[src/design/obdm_pkg.sv]
`timescale 1ns / 1ps
package obdm_pkg;
	localparam int unsigned LEVELS_DEF      = 64;
	localparam int unsigned PRICE_BITS_DEF  = 32;
	localparam int unsigned AMOUNT_BITS_DEF = 40;
	localparam int unsigned DEPTH_NEAR      = 5;
	localparam int unsigned DEPTH_FAR       = 10;
	localparam int unsigned IMB_FRAC        = 16;
	localparam int unsigned IMB_W           = 18;

	typedef enum logic [1:0] {
		KIND_CLEAR     = 2'd0,
		KIND_UPDATE    = 2'd1,
		KIND_END_GROUP = 2'd2,
		KIND_SAMPLE    = 2'd3
	} kind_t;
endpackage

[src/design/obdm_div.sv]
`timescale 1ns / 1ps
module obdm_div #(
	parameter int unsigned SUM_W = obdm_pkg::AMOUNT_BITS_DEF + 4
) (
	input  logic                              clk,
	input  logic                              arst_n,
	input  logic                              start,
	input  logic [SUM_W-1:0]                  b,
	input  logic [SUM_W-1:0]                  a,
	output logic                              done,
	output logic signed [obdm_pkg::IMB_W-1:0] quo
);
	localparam int unsigned T_W   = SUM_W + 1;
	localparam int unsigned R_W   = SUM_W + 2;
	localparam int unsigned C_W   = $clog2(obdm_pkg::IMB_FRAC + 1);
	localparam int unsigned Q_W   = obdm_pkg::IMB_W;

	typedef enum logic [1:0] {D_IDLE, D_RUN, D_ROUND, D_SIGN} dstate_t;

	dstate_t          state_q;
	logic [T_W-1:0]   t_q;
	logic [R_W-1:0]   r_q;
	logic [Q_W-1:0]   q_q;
	logic [C_W-1:0]   cnt_q;
	logic             neg_q;
	logic             done_q;
	logic [Q_W-1:0]   quo_q;

	logic             ge;
	logic [R_W-1:0]   rn;

	assign ge   = r_q >= R_W'(t_q);
	assign rn   = ge ? r_q - R_W'(t_q) : r_q;
	assign done = done_q;
	assign quo  = quo_q;

	always_ff @(posedge clk or negedge arst_n) begin
		if (!arst_n) begin
			state_q <= D_IDLE;
			t_q     <= '0;
			r_q     <= '0;
			q_q     <= '0;
			cnt_q   <= '0;
			neg_q   <= 1'b0;
			done_q  <= 1'b0;
			quo_q   <= '0;
		end else begin
			done_q <= 1'b0;
			unique case (state_q)
				D_IDLE: begin
					if (start) begin
						t_q   <= T_W'(b) + T_W'(a);
						neg_q <= a > b;
						r_q   <= (a > b) ? R_W'(a - b) : R_W'(b - a);
						q_q   <= '0;
						cnt_q <= '0;
						if (b == '0 && a == '0) begin
							neg_q   <= 1'b0;
							state_q <= D_SIGN;
						end else begin
							state_q <= D_RUN;
						end
					end
				end
				D_RUN: begin
					q_q <= {q_q[Q_W-2:0], ge};
					if (cnt_q == C_W'(obdm_pkg::IMB_FRAC)) begin
						r_q     <= rn;
						state_q <= D_ROUND;
					end else begin
						r_q   <= {rn[R_W-2:0], 1'b0};
						cnt_q <= cnt_q + 1'b1;
					end
				end
				D_ROUND: begin
					if ({r_q[R_W-2:0], 1'b0} >= R_W'(t_q)) begin
						q_q <= q_q + 1'b1;
					end
					state_q <= D_SIGN;
				end
				D_SIGN: begin
					quo_q   <= neg_q ? Q_W'(-q_q) : q_q;
					done_q  <= 1'b1;
					state_q <= D_IDLE;
				end
				default: state_q <= D_IDLE;
			endcase
		end
	end
endmodule

[config.mk]
export PLATFORM = sky130hd
export DESIGN_NAME = obdm_div
export DESIGN_NICKNAME = d
export VERILOG_FILES = /design/src/design/obdm_pkg.sv /design/src/design/obdm_div.sv
export SDC_FILE = /design/constraint.sdc
export NUM_CORES = 1
export LEC_CHECK = 0
export BUFFER_PORTS_ARGS = -buffer_cell sky130_fd_sc_hd__buf_2
export CORE_AREA = 3 3 263 162
export CTS_BUF_LIST = sky130_fd_sc_hd__clkbuf_8
export CTS_CLUSTER_DIAMETER = 150
export DETAILED_ROUTE_END_ITERATION = 8
export DIE_AREA = 0 0 266 165
export SKIP_CTS_REPAIR_TIMING = 1
export SYNTH_ARGS = -nofsm -noshare
export SYNTH_HDL_FRONTEND = slang
export SYNTH_SLANG_ARGS = --single-unit
export TNS_END_PERCENT = 100
[constraint.sdc]
create_clock -name clk -period 3.25 [get_ports clk]
set_input_delay 0.65 -clock clk [delete_from_list [all_inputs] [get_ports clk]]
set_output_delay 0.65 -clock clk [all_outputs]
set_load 0.05 [all_outputs]
* Yosys cells after proc, flatten, opt, wreduce, memory -nomap -nowiden
Cells that the tools add are included.
** Storage, ports and cells
- Register bits after elaboration :: 136
- Input bits :: 91
- Output and inout bits :: 19
** Cells by class
- Add/sub/neg operators :: 7
- Magnitude comparators :: 3
- Equal/unequal tests :: 9
- Multiplexer cells :: 18
- Reductions and logical operators :: 12
** Operators by type and width (count)
- 46-bit 2-to-1 mux :: 4
- 46-bit by 45-bit >= comparator with 1-bit output :: 2
- 46-bit one-hot mux with 2 select lines :: 1
- 44-bit by 44-bit subtractor with 45-bit output :: 2
- 44-bit zero test :: 2
- 18-bit 2-to-1 mux :: 3
- 18-bit one-hot mux with 3 select lines :: 1
- 46-bit by 45-bit subtractor with 46-bit output :: 1
- 44-bit by 44-bit adder with 45-bit output :: 1
- 44-bit > comparator :: 1
- 18-bit by 1-bit adder with 18-bit output, second input constant :: 1
- 18-bit negator :: 1
- 5-bit 2-to-1 mux :: 2
- 5-bit one-hot mux with 2 select lines :: 1
- 3-bit AND reduction :: 3
- 2-bit inequality test, second input constant :: 4
- 2-bit one-hot mux with 4 select lines :: 1
- 2-bit 2-to-1 mux :: 3
- 2-bit AND reduction :: 3
- 5-bit by 1-bit adder with 5-bit output, second input constant :: 1
- 5-bit equality test, second input constant :: 1
- 2-bit equality test, second input constant :: 2
- 3-bit inequality test, second input constant :: 1
- 3-bit nonzero test :: 1
- 5 further kinds :: 6

* Longest topological paths before layout
Gate-level depths: netlist of the first run.
- Depth in word-level cells :: 5
- Mapped depth :: 16
- Depth with buffers taken out :: 14

* Worst setup path after synthesis of the first run
OpenSTA, ideal clock, no wires.
- Path kind :: input to register
- From :: in a[22]
- To :: reg r_q[28]
- Arrival :: 3.221 ns
- Slack :: -0.097 ns
- Stages :: 12
- Buffers on the path :: 1
- Cells stage by stage :: inv_1 > ha_1 > buf_2 > a21oi_1 > o21ai_1 > a221oi_1 > o221ai_1 > o31ai_4 > mux2i_1 > o221ai_1 > xnor2_1 > a221o_1
** On the way
- Cells in the longest elaborated chain, start to end :: 4
** RTL lines
- from (decl) :: line obdm_div.sv:9 : input logic [SUM_W-1:0] a,
- 44-bit by 44-bit subtractor with 45-bit output / 44-bit > comparator (equally long branches) :: line obdm_div.sv:54 : r_q <= (a > b) ? R_W'(a - b) : R_W'(b - a);
- 46-bit 2-to-1 mux * :: line obdm_div.sv:54
- 46-bit 2-to-1 mux * :: line obdm_div.sv:51 : if (start) begin
- 46-bit one-hot mux with 2 select lines * :: line obdm_div.sv:49 : unique case (state_q)
- to (signal assigned) :: line obdm_div.sv:54
- to (signal assigned) :: line obdm_div.sv:68 : r_q <= rn;
- to (signal assigned) :: line obdm_div.sv:71 : r_q <= {rn[R_W-2:0], 1'b0};
- to (decl) :: line obdm_div.sv:22 : logic [R_W-1:0] r_q;
Mark *: on every way between the ends. The rest lies on a longest branch, timed or not. The select of a mux whose other input is x is not followed.
A chain may end at the register's enable or synchronous reset.

* Worst setup path after layout of the first run
- From :: reg t_q[0]
- To :: reg r_q[21]
** On the way
- Cells in the longest elaborated chain, start to end :: 4
** RTL lines
- from (decl) :: line obdm_div.sv:21 : logic [T_W-1:0] t_q;
- from (signal assigned) :: line obdm_div.sv:52 : t_q <= T_W'(b) + T_W'(a);
- 46-bit by 45-bit subtractor with 46-bit output / 46-bit by 45-bit >= comparator with 1-bit output (equally long branches) :: line obdm_div.sv:33, obdm_div.sv:32
- 46-bit 2-to-1 mux * :: line obdm_div.sv:33 : assign rn = ge ? r_q - R_W'(t_q) : r_q;
- 46-bit 2-to-1 mux * :: line obdm_div.sv:67 : if (cnt_q == C_W'(obdm_pkg::IMB_FRAC)) begin
- 46-bit one-hot mux with 2 select lines * :: line obdm_div.sv:49
Marked as above.

==> flow_metrics.env, run 1 <==
export IMPL_grt_max_degree=62
export IMPL_yosysWarnings=0
export IMPL_p_int_w=0.01211
export IMPL_std_cell_rows=57
export IMPL_synth_most_common_cell="sky130_fd_sc_hd__a21oi_1"
export IMPL_cts_htree_levels=4
export IMPL_global_routing_usage_summed_across_all_routing_layers=0.3587
export IMPL_pre_cts_slack_ns=-0.9131
export IMPL_yosys_area_share_xor_xnor=0.06638
export IMPL_multi_input_comb_area_mm2=0.01443
export IMPL_startpoint_type="flip-flop"
export IMPL_synth_fp_nets=2877
export IMPL_grt_overflow_total=0
export IMPL_synth_compound_area_share=0.2931
export IMPL_slew_headroom=0.3337
export IMPL_clock_tree_buffer_depth=2
export IMPL_vias=22580
export IMPL_highest_layer="met5"
export IMPL_critical_path_class="reg2reg"
export IMPL_ys_top_cells_by_count="285 x sky130_fd_sc_hd__a21oi_1, 251 x sky130_fd_sc_hd__nand2_1, 230 x sky130_fd_sc_hd__ha_1"
export IMPL_global_route_wire_length_before_repair_um=122800
export IMPL_area_growth_from_synthesis_to_layout_pct=40.25
export IMPL_synthSimpleGateAreaFrac=0.1984
export IMPL_worst_slew_pin_transition_ns=0.9958
export IMPL_ys_seq_elements=136
export IMPL_fillerInstances=3594
export IMPL_outcome="finished, violations left"
export IMPL_worst_setup_path_end_kind="flip-flop"
export IMPL_drt_pass1_iterations=6
export IMPL_required_ns=3.63
export IMPL_proportion_of_synthesized_chip_area_in_sequential_cells=0.1842
export IMPL_antenna_left=0
export IMPL_place_hpwl_um=66390
export IMPL_largest_cells_by_area_after_synthesis="sky130_fd_sc_hd__dfrtp_1 18%, sky130_fd_sc_hd__ha_1 16%, sky130_fd_sc_hd__a21oi_1 7.7%"
export IMPL_tritoncts="built"
export IMPL_stdcell_area_mm2=0.02591
export IMPL_route_final_wire_length_um=81560
export IMPL_muxShareOfSynthArea=0.02330
export IMPL_die_y_um=165
export IMPL_maxCapViolCount=0
export IMPL_clk_insertion_delay_late_ns=0.49
export IMPL_met2RoutedLength_um=34330
export IMPL_p_leak_nw=12.60
export IMPL_cts_root_buffer_cell="sky130_fd_sc_hd__clkbuf_8"
export IMPL_ys_async_rst_share=1.000
export IMPL_synth_area_leader_cell="sky130_fd_sc_hd__dfrtp_1"
export IMPL_vias_per_cell=5.922
export IMPL_portBuffers=109
export IMPL_total_design_power_w=0.02477
export IMPL_synth_largest_type_area_fraction=0.1842
export IMPL_share_seq_of_total_power=0.117
export IMPL_final_layout_size_suffix_gt1_frac=0.3175
export IMPL_power_clock_fraction=0.061
export IMPL_finalWeightedCongestion=1.014
export IMPL_synthDistinctLibCells=89
export IMPL_synth_area_mm2=0.01847
export IMPL_final_setup_skew_ns=0.01884
export IMPL_p_comb_frac=0.822
export IMPL_ios=110
export IMPL_synth_edff_count=0
export IMPL_data_arrival_critical_path_ns=4.04
export IMPL_rsz0062_at_grt="true"
export IMPL_worstPathMaxFanout=8
export IMPL_drt_wirelength_per_cell_um=21.39
export IMPL_hold_viol=0
export IMPL_sw_frac_of_total=0.5112
export IMPL_nets=3594
export IMPL_slew_viol_final=0
export IMPL_holdWs_ns=0.1480
export IMPL_drt_first_iter_violations=2247
export IMPL_layout_min_cycle_time_ns=3.655
export IMPL_synth_adder_area_share=0.1601
export IMPL_peak_supply_drop_mv=0.7131
export IMPL_cts_buffers_inserted=17
export IMPL_placedInstanceArea_mm2=0.02461
export IMPL_min_period_over_period=1.125
export IMPL_diodes_inserted=0
export IMPL_violations_in_the_final_reports="setup timing"
export IMPL_avgSynthCellArea_um2=7.239
export IMPL_design_die_area_mm2=0.04389
export IMPL_syn_inst=2552
export IMPL_area_occupied_by_registers_mm2=0.003403
export IMPL_path_clk_slew_ns=0.09
export IMPL_drc_violations_left=0
export IMPL_initial_standard_cell_utilization_of_the_core=0.4593
export IMPL_dominantRegCellSynth="sky130_fd_sc_hd__dfrtp_1"
export IMPL_die_x_um=266
export IMPL_route_layer_met1_wl_um=37790
export IMPL_design_core_area_mm2=0.04022
export IMPL_finalWorstSetupSlack_ns=-0.4048
export IMPL_final_setup_viol_count=47
export IMPL_combinational_family_with_the_most_area_after_synthesis="compound AO/OA/AOI/OAI gates"
export IMPL_pwr_density_cell_mw_per_mm2=956.1
export IMPL_max_clock_freq_mhz=273.6
export IMPL_first_global_vias=21490
export IMPL_kind_of_path_behind_the_tightest_hold_check="in2async"
export IMPL_cts_sinks=136
export IMPL_netSwitchingPower_w=0.01266
export IMPL_initial_antenna_violation_count=3
export IMPL_routed_met3_length_um=7599
[worst max-delay path, cell delays in order (launching register included)]
cell and delay (ns):
sky130_fd_sc_hd__dfrtp_1 0.42, sky130_fd_sc_hd__ha_4 0.18, sky130_fd_sc_hd__fa_2 0.38, sky130_fd_sc_hd__nand2b_4 0.16
sky130_fd_sc_hd__a2111oi_4 0.44, sky130_fd_sc_hd__o2111ai_2 0.13, sky130_fd_sc_hd__o211ai_1 0.24, sky130_fd_sc_hd__nor2_2 0.13
sky130_fd_sc_hd__buf_4 0.17, sky130_fd_sc_hd__o211ai_4 0.27, sky130_fd_sc_hd__buf_12 0.21, sky130_fd_sc_hd__mux2_2 0.36
sky130_fd_sc_hd__o21ai_0 0.18, sky130_fd_sc_hd__a21oi_1 0.08, sky130_fd_sc_hd__o21ai_1 0.13, sky130_fd_sc_hd__nand2_1 0.07
[flip-flops by register name, indices dropped and copies added (netlist names)]
| register | flops |
|---|---|
| q_q | 18 |
| neg_q | 1 |
| state_q | 2 |
| t_q | 45 |
| quo | 18 |
| r_q | 46 |
| cnt_q | 5 |
| done | 1 |
[cell usage in the layout, fill, tap and decap left out, types with 8 or more instances in the layout]
master and n:
sky130_fd_sc_hd__nor3_1 35, sky130_fd_sc_hd__nor2b_1 19, sky130_fd_sc_hd__nor2_1 208, sky130_fd_sc_hd__a21o_1 76, sky130_fd_sc_hd__o21a_1 19, sky130_fd_sc_hd__a31oi_1 29
sky130_fd_sc_hd__buf_12 10, sky130_fd_sc_hd__nand4_1 57, sky130_fd_sc_hd__and2_1 13, sky130_fd_sc_hd__o21ai_1 40, sky130_fd_sc_hd__inv_1 194, sky130_fd_sc_hd__nor3_2 8
sky130_fd_sc_hd__and3_1 16, sky130_fd_sc_hd__o31ai_1 21, sky130_fd_sc_hd__nand2b_1 19, sky130_fd_sc_hd__mux2i_1 27, sky130_fd_sc_hd__nand2_2 11, sky130_fd_sc_hd__nand2_1 238
sky130_fd_sc_hd__xor2_1 38, sky130_fd_sc_hd__nor4_1 37, sky130_fd_sc_hd__ha_1 220, sky130_fd_sc_hd__dfrtp_1 136, sky130_fd_sc_hd__a211oi_1 21, sky130_fd_sc_hd__o21bai_1 41
sky130_fd_sc_hd__a21oi_1 270, sky130_fd_sc_hd__o21ai_2 17, sky130_fd_sc_hd__o211ai_1 24, sky130_fd_sc_hd__nand3_1 55, sky130_fd_sc_hd__buf_4 712, sky130_fd_sc_hd__xnor2_1 101
sky130_fd_sc_hd__clkbuf_8 17, sky130_fd_sc_hd__buf_2 107, sky130_fd_sc_hd__o21ai_0 171, sky130_fd_sc_hd__o22ai_1 20, sky130_fd_sc_hd__buf_6 10, sky130_fd_sc_hd__or2_2 13
sky130_fd_sc_hd__a21oi_2 14
[power groups by stage]
stage          combinational (W)  clock [W]  sequential, W
2_1_floorplan            0.00993          0        0.00324
3_3_place_gp              0.0173          0        0.00289
3_5_place_dp              0.0176          0        0.00291
4_1_cts                   0.0177    0.00151        0.00288
5_1_grt                   0.0219    0.00158        0.00297
6_report                  0.0204    0.00150        0.00290
[final timing paths]
kind	start	endpoint	slack, ns	cells past startpoint
worst min register to register	t_q[33]	t_q[33]	0.49	2
worst max register to register	t_q[0]	r_q[21]	-0.40	15
min in group clk	t_q[33]	t_q[33]	0.49	2
worst max-delay path	t_q[0]	r_q[21]	-0.40	15
worst min-delay path	arst_n	t_q[13]	0.15	1
max in group asynchronous	arst_n	done	2.28	2
[cell type report]
type | instances | area share
Clock inverter | 15 | 0.005843
Timing Repair Buffer | 843 | 0.2422
Inverter | 200 | 0.02898
Sequential cell | 136 | 0.1314
Clock buffer | 17 | 0.009031
Multi-Input combinational cell | 2071 | 0.5569
Tap cell | 531 | 0.02564
[per-layer routing]
metal  up-vias  GRT usage
met5         -          0
met4         4    0.08661
met3       148    0.07073
met2      1041     0.5470
met1     10840     0.5186
li1      10550          -
[per-stage QoR]
step | utilization | instances | setup TNS (ns)
after global routing | 0.6441 | 3813 | -21.12
after floorplan | - | 2552 | -0.03450
after detailed placement | 0.6120 | 3763 | -40.17
after global placement | 0.6120 | 3763 | -36.57
after CTS | 0.6215 | 3795 | -18.71
final | 0.6441 | 3813 | -14.57
[cell families after synthesis]
| kind of cell | Yosys count |
|---|---|
| AO/OA/AOI/OAI | 878 |
| XOR/XNOR | 140 |
| adder cells (fa/ha/maj) | 234 |
| buffers and inverters | 345 |
| flip-flops | 136 |
| multiplexers | 42 |
| AND/OR/NAND/NOR | 777 |
(Power assumes the default switching activity.)
==> run 2, diff against run 1 <==
Settings changed: ABC_AREA set to 1, CORE_AREA 3 3 263 162 to 3 3 297 182, DIE_AREA 0 0 266 165 to 0 0 300 185, PLACE_DENSITY set to 0.64.
==> run 2 against run 1 <==
Effect of this change:
- synthesized cell count increased by 69%
- clock-buffer cell count rose by 3
- the flow now finishes without violations
- core utilization down 9.7 points
- clock power is 12% higher
- total power fell by 14%
- sequential cell count is the same
- first-iteration DRC count up 82%
- critical path depth fell by 1
- register-to-register slack better by 0.58 ns
- sequential power grew 1%
- clock skew barely moved
- area after synthesis is 28% higher
==> flow_metrics.env, run 2 <==
export IMPL_timing_critical_path_cells="buf_2 -> inv_1 -> ha_1 -> buf_4 -> nor2_1 -> nand2_1 -> nor4_1 -> buf_4 -> nand3b_1 -> buf_4 -> nand3_1 -> nand2_1 -> nand3_1 -> o21ai_0"
export IMPL_global_route_wire_length_before_repair_um=159000
export IMPL_ys_seq_elements=136
export IMPL_cts_sinks=136
export IMPL_synth_most_common_cell="sky130_fd_sc_hd__nand2_1"
export IMPL_area_growth_from_synthesis_to_layout_pct=18.51
export IMPL_largest_registers="r_q: 46 flops, t_q: 45 flops"
export IMPL_drt_wirelength_per_cell_um=20.05
export IMPL_grt_max_degree=65
export IMPL_ys_async_rst_share=1.000
export IMPL_p_comb_frac=0.784
export IMPL_sw_frac_of_total=0.5990
export IMPL_global_routing_usage_summed_across_all_routing_layers=0.3841
export IMPL_required_ns=3.60
export IMPL_drc_violations_left=0
export IMPL_tritoncts="built"
export IMPL_drt_first_iter_violations=4100
export IMPL_vias=28840
export IMPL_worst_slew_pin_transition_ns=1.007
export IMPL_kind_of_path_behind_the_tightest_hold_check="in2async"
export IMPL_timing_rr_start="r_q[22]"
export IMPL_slew_viol_final=0
export IMPL_synthDistinctLibCells=46
export IMPL_place_hpwl_um=93730
export IMPL_synth_area_leader_cell="sky130_fd_sc_hd__nand2_1"
export IMPL_ios=110
export IMPL_clk_insertion_delay_late_ns=0.50
export IMPL_netSwitchingPower_w=0.01282
export IMPL_worst_setup_path_end_kind="flip-flop"
export IMPL_finalWeightedCongestion=1.114
export IMPL_synth_largest_type_area_fraction=0.2665
export IMPL_proportion_of_synthesized_chip_area_in_sequential_cells=0.1443
export IMPL_p_int_w=0.008580
export IMPL_initial_standard_cell_utilization_of_the_core=0.4617
export IMPL_hold_viol=0
export IMPL_slew_headroom=0.3224
export IMPL_data_arrival_critical_path_ns=3.60
export IMPL_cts_root_buffer_cell="sky130_fd_sc_hd__clkbuf_8"
export IMPL_worst_path_most_repeated_cell="sky130_fd_sc_hd__buf_4"
export IMPL_final_layout_size_suffix_gt1_frac=0.1242
export IMPL_registers_top_by_ff_count="r_q"
export IMPL_drt_pass1_iterations=6
export IMPL_die_x_um=300
export IMPL_design_die_area_mm2=0.05550
export IMPL_largest_register_ff_count=46
export IMPL_placedInstanceArea_mm2=0.02747
export IMPL_startpoint_type="primary input"
export IMPL_power_clock_fraction=0.079
export IMPL_layout_min_cycle_time_ns=3.247
export IMPL_nets=5046
export IMPL_maxCapViolCount=0
export IMPL_design_core_area_mm2=0.05109
export IMPL_yosysWarnings=0
export IMPL_pwr_density_cell_mw_per_mm2=765.4
export IMPL_reg2reg_to="r_q[41]"
export IMPL_vias_per_cell=5.313
export IMPL_grt_overflow_total=0
export IMPL_max_clock_freq_mhz=308.0
export IMPL_worstPathMaxFanout=5
export IMPL_final_setup_skew_ns=0.01853
export IMPL_r2r_setup_slack_ns=0.18
export IMPL_antenna_left=0
export IMPL_first_global_vias=25090
export IMPL_slowest_stage_cell_crit_path="sky130_fd_sc_hd__nor4_1"
export IMPL_ys_top_cells_by_count="1675 x sky130_fd_sc_hd__nand2_1, 784 x sky130_fd_sc_hd__inv_1, 318 x sky130_fd_sc_hd__nor2_1"
export IMPL_avgSynthCellArea_um2=5.467
export IMPL_path_clk_slew_ns=0.09
export IMPL_stdcell_area_mm2=0.02796
export IMPL_timing_setup_tns_ns=0
export IMPL_share_seq_of_total_power=0.138
export IMPL_peak_supply_drop_mv=0.6821
export IMPL_total_design_power_w=0.02140
export IMPL_p_leak_nw=16.34
export IMPL_largest_cells_by_area_after_synthesis="sky130_fd_sc_hd__nand2_1 27%, sky130_fd_sc_hd__dfrtp_1 14%, sky130_fd_sc_hd__inv_1 12%"
export IMPL_mostFrequentLayoutCells="1674 x sky130_fd_sc_hd__nand2_1, 784 x sky130_fd_sc_hd__inv_1, 374 x sky130_fd_sc_hd__buf_4"
export IMPL_cts_buffers_inserted=17
export IMPL_outcome="completed"
export IMPL_clock_tree_buffer_depth=2
export IMPL_initial_antenna_violation_count=0
export IMPL_synth_area_mm2=0.02359
export IMPL_worst_r2r_path_depth=16
export IMPL_critical_path_class="in2reg"
export IMPL_route_final_wire_length_um=108800
export IMPL_synth_fp_nets=4640
export IMPL_syn_inst=4315
export IMPL_die_y_um=185
export IMPL_dominantRegCellSynth="sky130_fd_sc_hd__dfrtp_1"
export IMPL_synth_edff_count=0
export IMPL_final_setup_viol_count=0
export IMPL_rsz0062_at_grt="false"
export IMPL_final_common_cell="sky130_fd_sc_hd__nand2_1"
export IMPL_portBuffers=109
export IMPL_max_stage_delay_ns=0.88
export IMPL_min_period_over_period=0.9992
export IMPL_cts_htree_levels=4
export IMPL_std_cell_rows=64
-- run 2: cell count changes in the layout (fill, tap and decap cells not counted), moves of 83 or more --
cell and change:
sky130_fd_sc_hd__xnor2_1 -92, sky130_fd_sc_hd__nand2_1 +1436, sky130_fd_sc_hd__nor2_1 +103, sky130_fd_sc_hd__nand3_1 +239
sky130_fd_sc_hd__inv_1 +590, sky130_fd_sc_hd__buf_4 -338, sky130_fd_sc_hd__a21oi_1 -83
-- run 2: critical path, delay by kind of cell --
kind | cells | cell delay (ns)
AND/OR/NAND/NOR | 7 | 1.71
buffers and inverters | 5 | 0.76
adder cells (fa/ha/maj) | 1 | 0.35
AO/OA/AOI/OAI | 1 | 0.10
-- run 2: per-stage QoR --
stage	hold slack [ns]	setup WS (ns)	utilization	cells
6_report	0.1157	0.002757	0.5472	5429
5_1_grt	0.1759	0.008564	0.5471	5427
4_1_cts	0.1543	0.1888	0.5464	5427
3_5_place_dp	0.4683	-0.3354	0.5376	5395
3_3_place_gp	0.4650	-0.3678	0.5376	5395
2_1_floorplan	0.3544	0.7328	-	4315
-- run 2: power groups by stage --
| stage | logic (W) | registers, W | clock network [W] |
|---|---|---|---|
| 3_3_place_gp | 0.0159 | 0.00294 | 0 |
| 2_1_floorplan | 0.0105 | 0.00311 | 0 |
| 3_5_place_dp | 0.0160 | 0.00294 | 0 |
| 5_1_grt | 0.0184 | 0.00302 | 0.00176 |
| 6_report | 0.0168 | 0.00294 | 0.00168 |
| 4_1_cts | 0.0161 | 0.00292 | 0.00169 |
-- run 2: final cells by class --
| class | count | area (µm²) |
|---|---|---|
| fill | 5551 | 23130 |
| multi-input combinational | 3276 | 16610 |
| timing repair buffer | 497 | 3640 |
| sequential | 136 | 3403 |
| inverter | 793 | 2984 |
| tap | 693 | 867.1 |
| clock buffer | 20 | 275.3 |
| clock inverter | 12 | 173.9 |
| antenna | 2 | 5.005 |
-- run 2: worst max-delay path by stage --
stage / start / end / cells after the start
after detailed placement: a[26] / t_q[41] / 16
after global routing: t_q[13] / r_q[33] / 19
after global placement: a[26] / t_q[41] / 16
after floorplan: a[7] / t_q[32] / 15
after CTS: a[26] / t_q[41] / 16
final: a[34] / t_q[39] / 14
-- run 2: kinds of logic (layout without fill, tap and decap cells) --
logic type               after synthesis  after routing  synth area share
flip-flops                           136            136            0.1443
other                                  0              2                 0
XOR/XNOR                             104            104           0.03861
AND/OR/NAND/NOR                     2473           2473            0.4301
AO/OA/AOI/OAI                        465            465            0.1075
buffers and inverters                903           1322            0.1542
adder cells (fa/ha/maj)              234            234            0.1254
-- run 2: layer usage --
layer / wire, µm / GRT usage / vias up
met3: 17840 / 0.1860 / 82
met2: 35620 / 0.4503 / 1620
li1: - / - / 14160
met1: 53930 / 0.6071 / 12980
met5: 189 / 0.02381 / -
met4: 1256 / 0.04887 / 2
